$ cat config.mk
export PLATFORM = sky130hd
export DESIGN_NAME = sensor_frame_crc_convert
export DESIGN_NICKNAME = d
export VERILOG_FILES = /design/src/hw/rtl/sfcc_pkg.sv /design/src/hw/rtl/sfcc_front.sv /design/src/hw/rtl/sfcc_queue.sv /design/src/hw/rtl/sfcc_back.sv /design/src/hw/rtl/sensor_frame_crc_convert.sv
export VERILOG_INCLUDE_DIRS = /design/src /design/src/hw/rtl
export SDC_FILE = /design/constraint.sdc
export NUM_CORES = 1
export LEC_CHECK = 0
export CORE_MARGIN = 2
export CORE_UTILIZATION = 64
export CTS_CLUSTER_SIZE = 30
export DETAILED_ROUTE_END_ITERATION = 10
export DONT_BUFFER_PORTS = 1
export PLACE_DENSITY = 0.8
export SYNTH_ARGS = -nofsm -noshare
export SYNTH_HDL_FRONTEND = slang
export SYNTH_SLANG_ARGS = --single-unit
$ cat constraint.sdc
create_clock -name clk -period 19.46 [get_ports clk]
set_clock_uncertainty 0.15 [all_clocks]
set_input_delay 3.892 -clock clk [delete_from_list [all_inputs] [get_ports clk]]
set_output_delay 3.892 -clock clk [all_outputs]
set_load 0.02 [all_outputs]
$ cat src/hw/rtl/sensor_frame_crc_convert_assert.svh
// Assertion macros used by the top-level RTL file to check its own logic.
`ifndef SENSOR_FRAME_CRC_CONVERT_ASSERT_SVH
`define SENSOR_FRAME_CRC_CONVERT_ASSERT_SVH

`ifndef SYNTH
`define SFCC_ASSERT_IMP(lbl, ante, cons) \
  lbl: assert property (@(posedge clk) disable iff (!rst_n) (ante) |-> (cons)) \
    else $error("sensor_frame_crc_convert: implication check failed");
`define SFCC_ASSERT_NEVER(lbl, expr) \
  lbl: assert property (@(posedge clk) disable iff (!rst_n) !(expr)) \
    else $error("sensor_frame_crc_convert: forbidden condition seen");
`else
`define SFCC_ASSERT_IMP(lbl, ante, cons)
`define SFCC_ASSERT_NEVER(lbl, expr)
`endif

`endif

$ cat src/hw/rtl/sfcc_pkg.sv
`default_nettype none

package sfcc_pkg;

  localparam int QDEPTH = 4;
  localparam int QAW    = $clog2(QDEPTH);
  localparam int QCW    = QAW + 1;

  localparam logic [7:0]  CRC_POLY  = 8'h31;
  localparam logic [7:0]  CRC_INIT  = 8'hFF;
  localparam logic [7:0]  BYTE_ONES = 8'hFF;

  localparam logic [30:0] T_SPAN    = 31'd17500;
  localparam logic [30:0] H_SPAN    = 31'd12500;
  localparam logic [14:0] T_OFFSET  = 15'd4500;
  localparam logic [13:0] H_OFFSET  = 14'd600;
  localparam logic [13:0] H_MAX     = 14'd10000;

  typedef enum logic [1:0] {
    ST_GOOD     = 2'd0,
    ST_ALL_ONES = 2'd1,
    ST_TEMP_CRC = 2'd2,
    ST_HUM_CRC  = 2'd3
  } status_t;

  typedef enum logic [5:0] {
    POS_T_HI  = 6'b000001,
    POS_T_LO  = 6'b000010,
    POS_T_CRC = 6'b000100,
    POS_H_HI  = 6'b001000,
    POS_H_LO  = 6'b010000,
    POS_H_CRC = 6'b100000
  } pos_t;

  typedef struct packed {
    status_t     status;
    logic [15:0] raw_t;
    logic [15:0] raw_h;
  } frame_t;

  typedef struct packed {
    status_t            status;
    logic signed [14:0] temp_centi;
    logic [13:0]        hum_centi;
    logic [15:0]        raw_t;
    logic [15:0]        raw_h;
  } result_t;

  function automatic logic [7:0] crc8_feed(input logic [7:0] crc, input logic [7:0] data);
    logic [7:0] c;
    c = crc ^ data;
    for (int k = 0; k < 8; k++) begin
      if (c[7]) begin
        c = {c[6:0], 1'b0} ^ CRC_POLY;
      end else begin
        c = {c[6:0], 1'b0};
      end
    end
    return c;
  endfunction

  // Floor division by 65535: the shifted estimate is at most one low, so one
  // remainder check corrects it.
  function automatic logic [14:0] div_65535(input logic [30:0] x);
    logic [31:0] s;
    logic [15:0] q;
    logic [31:0] r;
    s = {1'b0, x} + {17'd0, x[30:16]};
    q = s[31:16];
    r = {1'b0, x} - {q, 16'd0} + {16'd0, q};
    if (r >= 32'd65535) begin
      q = q + 16'd1;
    end
    return q[14:0];
  endfunction

endpackage

`default_nettype wire

$ cat src/hw/rtl/sfcc_front.sv
`default_nettype none

module sfcc_front (
  input  wire logic            clk,
  input  wire logic            rst_n,
  input  wire logic            accept,
  input  wire logic [7:0]      rx_byte,
  input  wire logic            frame_start,
  output sfcc_pkg::frame_t     push_data,
  output logic                 push
);

  sfcc_pkg::pos_t pos_r, pos_nxt, pos_c;
  logic [7:0]     crc_r, crc_nxt, crc_c, crc_fed;
  logic           ones_r, ones_nxt, ones_c;
  logic           tbad_r, tbad_nxt, tbad_c;
  logic [15:0]    tword_r, tword_nxt;
  logic [7:0]     hhi_r, hhi_nxt;
  logic [7:0]     hlo_r, hlo_nxt;
  logic           restart;
  logic           hit;

  always_comb begin
    restart = frame_start || !(pos_r inside {sfcc_pkg::POS_T_HI, sfcc_pkg::POS_T_LO,
                                             sfcc_pkg::POS_T_CRC, sfcc_pkg::POS_H_HI,
                                             sfcc_pkg::POS_H_LO, sfcc_pkg::POS_H_CRC});
    pos_c   = restart ? sfcc_pkg::POS_T_HI : pos_r;
    crc_c   = restart ? sfcc_pkg::CRC_INIT : crc_r;
    tbad_c  = restart ? 1'b0 : tbad_r;
    ones_c  = (restart || ones_r) && (rx_byte == sfcc_pkg::BYTE_ONES);
    crc_fed = sfcc_pkg::crc8_feed(crc_c, rx_byte);
    hit     = 1'b0;

    pos_nxt   = pos_c;
    crc_nxt   = crc_fed;
    ones_nxt  = ones_c;
    tbad_nxt  = tbad_c;
    tword_nxt = tword_r;
    hhi_nxt   = hhi_r;
    hlo_nxt   = hlo_r;

    unique case (pos_c)
      sfcc_pkg::POS_T_HI: begin
        tword_nxt = {rx_byte, 8'd0};
        pos_nxt   = sfcc_pkg::POS_T_LO;
      end
      sfcc_pkg::POS_T_LO: begin
        tword_nxt = {tword_r[15:8], rx_byte};
        pos_nxt   = sfcc_pkg::POS_T_CRC;
      end
      sfcc_pkg::POS_T_CRC: begin
        tbad_nxt = (crc_c != rx_byte);
        crc_nxt  = sfcc_pkg::CRC_INIT;
        pos_nxt  = sfcc_pkg::POS_H_HI;
      end
      sfcc_pkg::POS_H_HI: begin
        hhi_nxt = rx_byte;
        pos_nxt = sfcc_pkg::POS_H_LO;
      end
      sfcc_pkg::POS_H_LO: begin
        hlo_nxt = rx_byte;
        pos_nxt = sfcc_pkg::POS_H_CRC;
      end
      sfcc_pkg::POS_H_CRC: begin
        hit      = 1'b1;
        pos_nxt  = sfcc_pkg::POS_T_HI;
        crc_nxt  = sfcc_pkg::CRC_INIT;
        tbad_nxt = 1'b0;
        ones_nxt = 1'b1;
      end
      default: begin
        pos_nxt = sfcc_pkg::POS_T_HI;
      end
    endcase

    if (ones_c) begin
      push_data.status = sfcc_pkg::ST_ALL_ONES;
    end else if (tbad_c) begin
      push_data.status = sfcc_pkg::ST_TEMP_CRC;
    end else if (crc_c != rx_byte) begin
      push_data.status = sfcc_pkg::ST_HUM_CRC;
    end else begin
      push_data.status = sfcc_pkg::ST_GOOD;
    end
    push_data.raw_t = tword_r;
    push_data.raw_h = {hhi_r, hlo_r};
    push            = accept && hit;
  end

  always_ff @(posedge clk) begin
    if (!rst_n) begin
      pos_r  <= sfcc_pkg::POS_T_HI;
      crc_r  <= sfcc_pkg::CRC_INIT;
      ones_r <= 1'b1;
      tbad_r <= 1'b0;
    end else if (accept) begin
      pos_r  <= pos_nxt;
      crc_r  <= crc_nxt;
      ones_r <= ones_nxt;
      tbad_r <= tbad_nxt;
    end
  end

  always_ff @(posedge clk) begin
    if (accept) begin
      tword_r <= tword_nxt;
      hhi_r   <= hhi_nxt;
      hlo_r   <= hlo_nxt;
    end
  end

endmodule

`default_nettype wire

$ cat src/hw/rtl/sfcc_queue.sv
`default_nettype none

module sfcc_queue (
  input  wire logic             clk,
  input  wire logic             rst_n,
  input  wire logic             push,
  input  wire sfcc_pkg::frame_t push_data,
  input  wire logic             pop,
  output sfcc_pkg::frame_t      pop_data,
  output logic                  not_empty,
  output logic                  full
);

  sfcc_pkg::frame_t              mem_r [sfcc_pkg::QDEPTH];
  logic [sfcc_pkg::QAW-1:0]      wr_r, wr_nxt;
  logic [sfcc_pkg::QAW-1:0]      rd_r, rd_nxt;
  logic [sfcc_pkg::QCW-1:0]      cnt_r, cnt_nxt;

  always_comb begin
    full      = (cnt_r == sfcc_pkg::QCW'(sfcc_pkg::QDEPTH));
    not_empty = (cnt_r != '0);
    pop_data  = mem_r[rd_r];
    wr_nxt    = push ? wr_r + 1'b1 : wr_r;
    rd_nxt    = pop ? rd_r + 1'b1 : rd_r;
    cnt_nxt   = cnt_r;
    if (push && !pop) begin
      cnt_nxt = cnt_r + 1'b1;
    end else if (pop && !push) begin
      cnt_nxt = cnt_r - 1'b1;
    end
  end

  always_ff @(posedge clk) begin
    if (!rst_n) begin
      wr_r  <= '0;
      rd_r  <= '0;
      cnt_r <= '0;
    end else begin
      wr_r  <= wr_nxt;
      rd_r  <= rd_nxt;
      cnt_r <= cnt_nxt;
    end
  end

  always_ff @(posedge clk) begin
    if (push) begin
      mem_r[wr_r] <= push_data;
    end
  end

endmodule

`default_nettype wire

$ cat src/hw/rtl/sfcc_back.sv
`default_nettype none

module sfcc_back (
  input  wire logic             clk,
  input  wire logic             rst_n,
  input  wire logic             q_valid,
  input  wire sfcc_pkg::frame_t q_data,
  output logic                  q_pop,
  output logic                  res_valid,
  input  wire logic             res_ready,
  output sfcc_pkg::result_t     res_data
);

  logic               v1_r, v2_r, v3_r;
  logic               adv1, adv2, adv3;
  sfcc_pkg::frame_t   f1_r, f2_r;
  logic [30:0]        pt1_r, ph1_r;
  logic [14:0]        qt2_r, qh2_r;
  sfcc_pkg::result_t  res_r, res_nxt;
  logic [13:0]        hd;

  always_comb begin
    adv3  = !v3_r || res_ready;
    adv2  = !v2_r || adv3;
    adv1  = !v1_r || adv2;
    q_pop = q_valid && adv1;

    hd                 = qh2_r[13:0] - sfcc_pkg::H_OFFSET;
    res_nxt.status     = f2_r.status;
    res_nxt.raw_t      = f2_r.raw_t;
    res_nxt.raw_h      = f2_r.raw_h;
    res_nxt.temp_centi = '0;
    res_nxt.hum_centi  = '0;
    if (f2_r.status == sfcc_pkg::ST_GOOD) begin
      res_nxt.temp_centi = qt2_r - sfcc_pkg::T_OFFSET;
      if (qh2_r[13:0] < sfcc_pkg::H_OFFSET) begin
        res_nxt.hum_centi = '0;
      end else if (hd > sfcc_pkg::H_MAX) begin
        res_nxt.hum_centi = sfcc_pkg::H_MAX;
      end else begin
        res_nxt.hum_centi = hd;
      end
    end
    res_valid = v3_r;
    res_data  = res_r;
  end

  always_ff @(posedge clk) begin
    if (!rst_n) begin
      v1_r <= 1'b0;
      v2_r <= 1'b0;
      v3_r <= 1'b0;
    end else begin
      if (adv1) begin
        v1_r <= q_valid;
      end
      if (adv2) begin
        v2_r <= v1_r;
      end
      if (adv3) begin
        v3_r <= v2_r;
      end
    end
  end

  always_ff @(posedge clk) begin
    if (adv1) begin
      f1_r  <= q_data;
      pt1_r <= 31'(q_data.raw_t) * sfcc_pkg::T_SPAN;
      ph1_r <= 31'(q_data.raw_h) * sfcc_pkg::H_SPAN;
    end
    if (adv2) begin
      f2_r  <= f1_r;
      qt2_r <= sfcc_pkg::div_65535(pt1_r);
      qh2_r <= sfcc_pkg::div_65535(ph1_r);
    end
    if (adv3) begin
      res_r <= res_nxt;
    end
  end

endmodule

`default_nettype wire

$ cat src/hw/rtl/sensor_frame_crc_convert.sv
// Channel  Direction  tdata                                  tuser
// in_      slave      [7:0] rx_byte                          [0] frame_start
// out_     master     [14:0] temperature_centi, [28:15]      [1:0] status
//                     humidity_centi, [44:29] raw_temperature,
//                     [60:45] raw_humidity, [63:61] zero
// One byte is taken in every cycle while the four-entry frame queue has room.
// After the sixth byte's beat a result passes through the queue, written at that beat,
// then through the multiply, divide-by-65535 and scaling stages, each registered.
// Reset (synchronous, active low) restarts the frame and empties the queue.
// A stalled output holds the back pipeline; the front runs on until the queue fills.
`default_nettype none

`include "sensor_frame_crc_convert_assert.svh"

module sensor_frame_crc_convert (
  input  wire logic        clk,
  input  wire logic        rst_n,
  input  wire logic        in_tvalid,
  output logic             in_tready,
  input  wire logic [7:0]  in_tdata,   // [7:0] rx_byte
  input  wire logic        in_tuser,   // [0] frame_start
  output logic             out_tvalid,
  input  wire logic        out_tready,
  output logic [63:0]      out_tdata,  // temperature_centi, humidity_centi, raw_t, raw_h
  output logic [1:0]       out_tuser   // [1:0] status
);

  sfcc_pkg::frame_t  push_data, pop_data;
  sfcc_pkg::result_t res;
  logic              push, pop, not_empty, full, accept;

  assign in_tready = !full;
  assign accept    = in_tvalid && in_tready;

  sfcc_front u_front (
    .clk         (clk),
    .rst_n       (rst_n),
    .accept      (accept),
    .rx_byte     (in_tdata),
    .frame_start (in_tuser),
    .push_data   (push_data),
    .push        (push)
  );

  sfcc_queue u_queue (
    .clk       (clk),
    .rst_n     (rst_n),
    .push      (push),
    .push_data (push_data),
    .pop       (pop),
    .pop_data  (pop_data),
    .not_empty (not_empty),
    .full      (full)
  );

  sfcc_back u_back (
    .clk       (clk),
    .rst_n     (rst_n),
    .q_valid   (not_empty),
    .q_data    (pop_data),
    .q_pop     (pop),
    .res_valid (out_tvalid),
    .res_ready (out_tready),
    .res_data  (res)
  );

  assign out_tdata = {3'd0, res.raw_h, res.raw_t, res.hum_centi, res.temp_centi};
  assign out_tuser = res.status;

  `SFCC_ASSERT_IMP(a_err_zero, out_tvalid && (out_tuser != sfcc_pkg::ST_GOOD), out_tdata[28:0] == 29'd0)
  `SFCC_ASSERT_NEVER(a_hum_sat, out_tvalid && (out_tdata[28:15] > 14'd10000))
  `SFCC_ASSERT_IMP(a_temp_range, out_tvalid, $signed(out_tdata[14:0]) >= -15'sd4500)

endmodule

`default_nettype wire

* Word-level counts from Yosys, hierarchy flattened
Memory sizes are Yosys's and may differ from the RTL's. A register that Yosys moved wholly into a read port is not among the register bits.
Index checks and enable logic that the tools add are counted.
** Word-level totals
- ROM bits :: 0
- Memories kept :: 1
- Bits in latches :: 0
- Memory bits (writable) :: 136
- Flip-flop bits (word level) :: 275
** Cells by class
- Order comparisons :: 4
- Multiply operators :: 2
- $add $sub $neg :: 14
- Reduce and logical (&&, ||, !) cells :: 30
- Mux-type cells :: 29
- Equality and inequality tests :: 15
- Bitwise gates (word level) :: 11
- Div/mod/pow operators :: 0
- Shift operators :: 0
** Memory list
- u_queue.mem_r :: words 4, bits a word 34, rd ports 1, clocked after memory_dff 1, wr ports 1, RTL line sfcc_queue.sv:14 : sfcc_pkg::frame_t mem_r [sfcc_pkg::QDEPTH];
** Operators with widths (count)
- greater-or-equal comparator 32 x 16 -> 1 bit (second input constant) :: 2
- two-way mux 6 bit :: 9
- adder 31 x 15 -> 32 bit :: 1
- adder 32 x 15 -> 32 bit :: 1
- adder 32 x 16 -> 32 bit :: 1
- one-hot mux 16 bit (2 select lines) :: 1
- subtractor 30 x 31 -> 32 bit :: 1
- subtractor 31 x 32 -> 32 bit :: 1
- adder 30 x 14 -> 31 bit :: 1
- one-hot mux 6 bit (5 select lines) :: 1
- multiplier 16 x 13 -> 29 bit (second input constant) :: 1
- multiplier 16 x 12 -> 28 bit (second input constant) :: 1
- two-way mux 14 bit :: 2
- inverter 3 bit :: 8
- two-way mux 8 bit :: 2
- adder 15 x 1 -> 15 bit (second input constant) :: 1
- two-way mux 15 bit :: 1
- subtractor 15 x 13 -> 15 bit (second input constant) :: 1
- adder 14 x 1 -> 14 bit (second input constant) :: 1
- > comparator 14 bit (second input constant) :: 1
- < comparator 14 x 10 -> 1 bit (second input constant) :: 1
- subtractor 14 x 10 -> 14 bit (second input constant) :: 1
- == test 6 x 1 -> 1 bit (second input constant) :: 2
- == test 6 x 2 -> 1 bit (second input constant) :: 2
- 27 further kinds :: 61

* Logic depth before layout (Yosys ltp)
- Depth after elaboration :: 23
- Depth in mapped cells :: 31

* Hierarchy
Synthesis repeated with hierarchy kept, for this count alone.
** Second synthesis, totals
- Cell total of the unflattened synthesis :: 2378
- Area total of the unflattened synthesis :: 27571.4 µm²
** Modules (own cells, without submodules)
- sfcc_back :: times used 1, cells an instance 1939, area an instance 19707.7 µm²
- sfcc_queue :: times used 1, cells an instance 221, area an instance 5401.4 µm²
- sfcc_front :: times used 1, cells an instance 212, area an instance 2426.1 µm²
- sensor_frame_crc_convert :: times used 1, cells an instance 6, area an instance 36.3 µm²

* Least setup slack after synthesis
Ideal clock, no wire load.
- Path type :: input port to flip-flop
- Start point :: input port out_tready
- End point :: register u_back.f1_r[0] (netlist name), enable pin
- Data arrival time :: 6185 ps
- Buffers on the path :: 0
- Cell stages on the path :: 2
- Setup slack :: 12050 ps
- Cells stage by stage :: nor2b_1 > nand3_1
** On the way
- Longest elaborated chain between the ends :: 3
** Ends and longest elaborated chain
- from (decl) :: RTL line sensor_frame_crc_convert.sv:23 : input wire logic out_tready,
- logical OR 1 bit :: RTL line sfcc_back.sv:23 : adv3 = !v3_r || res_ready;
- logical OR 1 bit :: RTL line sfcc_back.sv:24 : adv2 = !v2_r || adv3;
- logical OR 1 bit :: RTL line sfcc_back.sv:25 : adv1 = !v1_r || adv2;
- to (signal assigned) :: RTL line sfcc_back.sv:68 : f1_r <= q_data;
- to (decl) :: RTL line sfcc_back.sv:16 : sfcc_pkg::frame_t f1_r, f2_r;
Every way passes these cells.
A chain may end at the register's enable or synchronous reset.

* Final worst setup path
- Start point :: register u_back.ph1_r[19]
- End point :: register u_back.qh2_r[1], data pin
** On the way
- Longest elaborated chain between the ends :: 5
- Elaborated cells on any way between the ends :: 6
** Ends and longest elaborated chain
- from (decl) :: RTL line sfcc_back.sv:17 : logic [30:0] pt1_r, ph1_r;
- from (signal assigned) :: RTL line sfcc_back.sv:70 : ph1_r <= 31'(q_data.raw_h) * sfcc_pkg::H_SPAN;
- adder 30 x 14 -> 31 bit :: RTL line sfcc_pkg.sv:68 : s = {1'b0, x} + {17'd0, x[30:16]};
- subtractor 30 x 31 -> 32 bit :: RTL line sfcc_pkg.sv:70 : r = {1'b0, x} - {q, 16'd0} + {16'd0, q};
- adder 32 x 15 -> 32 bit :: RTL line sfcc_pkg.sv:70
- greater-or-equal comparator 32 x 16 -> 1 bit :: RTL line sfcc_pkg.sv:71 : if (r >= 32'd65535) begin
- two-way mux 14 bit * :: RTL line sfcc_pkg.sv:71
- to (signal assigned) :: RTL line sfcc_back.sv:75 : qh2_r <= sfcc_pkg::div_65535(ph1_r);
- to (decl) :: RTL line sfcc_back.sv:18 : logic [14:0] qt2_r, qh2_r;
Every way passes the cells marked *; elsewhere a longest branch is shown, timed or not.

==> results.yml <==
status:
  status: "completed"
routing:
  vias: 17600
  drc_errors: 0
  ant_nets: 0
  finalWirelength_um: 57100
  via_per_inst: 5.98
  dr.pass1.iters: 5
  wl_per_cell_um: 19.4
  first_iter_violations: 1274
finish:
  drive_gt1_share_pct: 5.54
  syn_to_final_growth_pct: 7.03
  final_cell_mix: "edfxtp_1 (382), inv_1 (349), ha_1 (345)"
  fin_nets: 2817
  diodes: 0
  postLayoutCoreUtil_pct: 69.4
  final_common_cell: "edfxtp_1"
synthesis:
  synth_fa_ha_area_share_pct: 22.5
  synth_edf_count: 382
  syn_avg_cell_area_um2: 11.5
  synth.cell_area_mm2: 0.0272
  synth_top_family_by_area: "adder cells"
  synth_seq_cells: 410
  synth_cell_types: 87
  synthArstFlopShare_pct: 0
  synth_xor_area_share_pct: 5.14
  synthMuxAreaShare_pct: 3.34
  synth-seq-area-share_pct: 44.2
  yosys_warnings: 0
  synth_compound_area_share_pct: 9.13
  synth_ff_type: "edfxtp_1"
  yosys.area_share.simple_pct: 10.0
  synthCells: 2364
clock_tree:
  clock_path_buffers: 3
  root_buffer: "clkbuf_16"
  cts_tree: "done"
  cts_sinks: 410
  htreeDepth: 2
  path_clk_slew_ns: 0.06
  numCtsBuffers: 42
  cts_hold_buf: 0
  cts_setup_buffers: 0
  cts_resized: 0
  clk_latency_ns: 0.58
critical_path:
  r2r_start: "u_back.ph1_r[19]"
  start_kind: "register"
  path_class: "reg -> reg"
  ff2ff_path_depth: 27
  r2r-end: "u_back.qh2_r[1]"
  reg2reg_slack_ns: 11.40
  worstPathRequired_ns: 19.62
  crit_arrival_ns: 8.22
  endpoint_kind: "register"
  crit_path_max_fanout: 14
global_routing:
  grt_pass1_vias: 18100
  grt_pass1_wl_um: 92900
  grtUsageTotal_pct: 26.5
  grt.overflow.total: 0
  grt_max_degree: 79
  antenna_found_initial: 0
worst_hold_path:
  min_path_type: "reg -> reg"
  hold_depth: 0
  holdCritStartpoint: "u_back.f1_r[23]"
  hold_end: "u_back.f2_r[23]"
sta:
  fin_crit_sh_pct: 41.4
  period_needed_ns: 8.06
  max_freq_ghz: 0.124
  tightest_slew_ns: 1.25
  hold_viol: 0
  drv_slew: 0
  rsz0062_at_grt: "no"
  setup_viol: 0
  finalSetupTns_ns: 0
  relSlewSlack_pct: 16.2
  holdWs_ns: 0.267
die:
  die_w_um: 210
  initial_core_util_pct: 64.9
  rows: 75
  num_io_pins: 81
  die_y_um: 210
  die_area_mm2: 0.0442
  core_mm2: 0.0419
placement:
  gp_congestion: 0.928
  portBuffers: 0
  dp_hpwl_um: 42900
run:
  maxCapViolCount: 0
==> worst max path at each step <==
stage                           from              end  slack (ns)
floorplan                 out_tready   u_back.f1_r[0]       12.05
global placement    u_back.ph1_r[19]  u_back.qh2_r[1]       11.70
detailed placement  u_back.ph1_r[19]  u_back.qh2_r[1]       11.52
CTS                 u_back.ph1_r[19]  u_back.qh2_r[1]       11.47
global route        u_back.ph1_r[19]  u_back.qh2_r[1]       10.98
finish              u_back.ph1_r[19]  u_back.qh2_r[1]       11.40
==> synthesized netlist by cell type (7+ instances only) <==
| library cell | instances | area share, % |
|---|---|---|
| o31ai_1 | 11 | 0.30 |
| xor2_1 | 31 | 1.0 |
| o21bai_1 | 7 | 0.19 |
| nor2b_1 | 41 | 0.94 |
| a31oi_1 | 16 | 0.37 |
| and3_1 | 32 | 0.74 |
| o22ai_1 | 17 | 0.39 |
| o21ai_0 | 73 | 1.3 |
| mux2i_1 | 11 | 0.40 |
| nor3_1 | 52 | 0.96 |
| xnor2_1 | 126 | 4.1 |
| fa_1 | 90 | 6.6 |
| clkbuf_1 | 33 | 0.46 |
| o21a_1 | 25 | 0.69 |
| mux4_2 | 34 | 2.8 |
| ha_1 | 345 | 16 |
| nor3b_1 | 8 | 0.22 |
| nor2_1 | 109 | 1.5 |
| o21ai_1 | 7 | 0.13 |
| buf_2 | 7 | 0.13 |
| inv_1 | 350 | 4.8 |
| dfxtp_1 | 28 | 2.1 |
| a211oi_1 | 9 | 0.25 |
| nor4_1 | 11 | 0.25 |
| nand3_1 | 35 | 0.64 |
| and2_1 | 39 | 0.90 |
| a21o_1 | 40 | 1.1 |
| nand4_1 | 22 | 0.51 |
| nand2_1 | 105 | 1.4 |
| a21oi_1 | 105 | 1.9 |
| o211ai_1 | 11 | 0.30 |
| nand2b_1 | 19 | 0.44 |
| or3_1 | 10 | 0.23 |
| a41oi_1 | 7 | 0.23 |
| edfxtp_1 | 382 | 42 |
| a21boi_0 | 11 | 0.30 |
==> cells by family (layout without fill, tap and decap cells) <==
family / after synthesis / in the layout
buf+inv: 402 / 437
compound gates: 386 / 386
flops: 410 / 410
xor+xnor: 158 / 158
mux: 48 / 48
fa+ha+maj: 435 / 435
simple gates: 524 / 524
other cells: 1 / 3
==> final cells by class <==
class | instances | area, um^2
sequential | 410 | 12000
fill | 2865 | 12800
inverter | 351 | 1320
timing repair buffer | 10 | 75.1
tap | 539 | 674
clock inverter | 27 | 270
clock buffer | 49 | 1080
multi-input combinational | 1554 | 13700
==> metal layers <==
metal	track usage [%]	vias up	part of all wire (%)
met4	8.09	0	2.5
li1	-	8424	-
met2	45.4	487	49
met1	35.4	8569	44
met3	3.62	112	5.4
met5	0	-	0
==> worst max-delay path, stage by stage (launching register included) <==
cell and delay [ns]:
edfxtp_1 0.46, ha_1 0.34, a31o_2 0.20, a21o_1 0.17
a21o_1 0.17, a21o_1 0.17, a21o_1 0.17, a21o_1 0.17
a21oi_1 0.15, o21a_1 0.20, and4b_1 0.23, and3_1 0.21
and3_1 0.25, and2_1 0.16, ha_1 0.32, inv_1 0.10
ha_1 0.28, inv_1 0.04, ha_1 0.42, o211a_1 0.27
nand4_1 0.11, o211ai_1 0.41, a31oi_1 0.20, nor3b_1 0.23
mux2_2 0.36, or4_1 0.52, nor4_2 0.94, mux2_1 0.39
==> metrics by stage <==
stage	std cells	setup WS, ns	cell area (um^2)
after floorplan	2366	12.05	27200
after global placement	2864	11.70	27800
after detailed placement	2864	11.52	27800
after CTS	2940	11.47	29100
after global routing	2940	10.98	29100
final	2940	11.40	29100
==> sequential cells by signal, summed over array words and instances (netlist names), named ones only <==
signal,cells
u_front.tbad_r,1
u_queue.rd_r,2
u_front.pos_r,6
u_back.ph1_r,26
u_back.pt1_r,28
u_queue.mem_r,136
u_back.res_data,63
u_queue.wr_r,2
u_front.tword_r,16
u_back.v2_r,1
u_back.v1_r,1
u_back.f2_r,34
u_front.hhi_r,8
u_back.qt2_r,15
u_front.ones_r,1
u_front.crc_r,8
u_front.hlo_r,8
u_back.res_valid,1
u_back.f1_r,34
u_queue.cnt_r,3
u_back.qh2_r,14
Power is left out: the tool's default activity adds up to more than one toggle a clock period on the data nets, which glitch-free logic cannot reach.
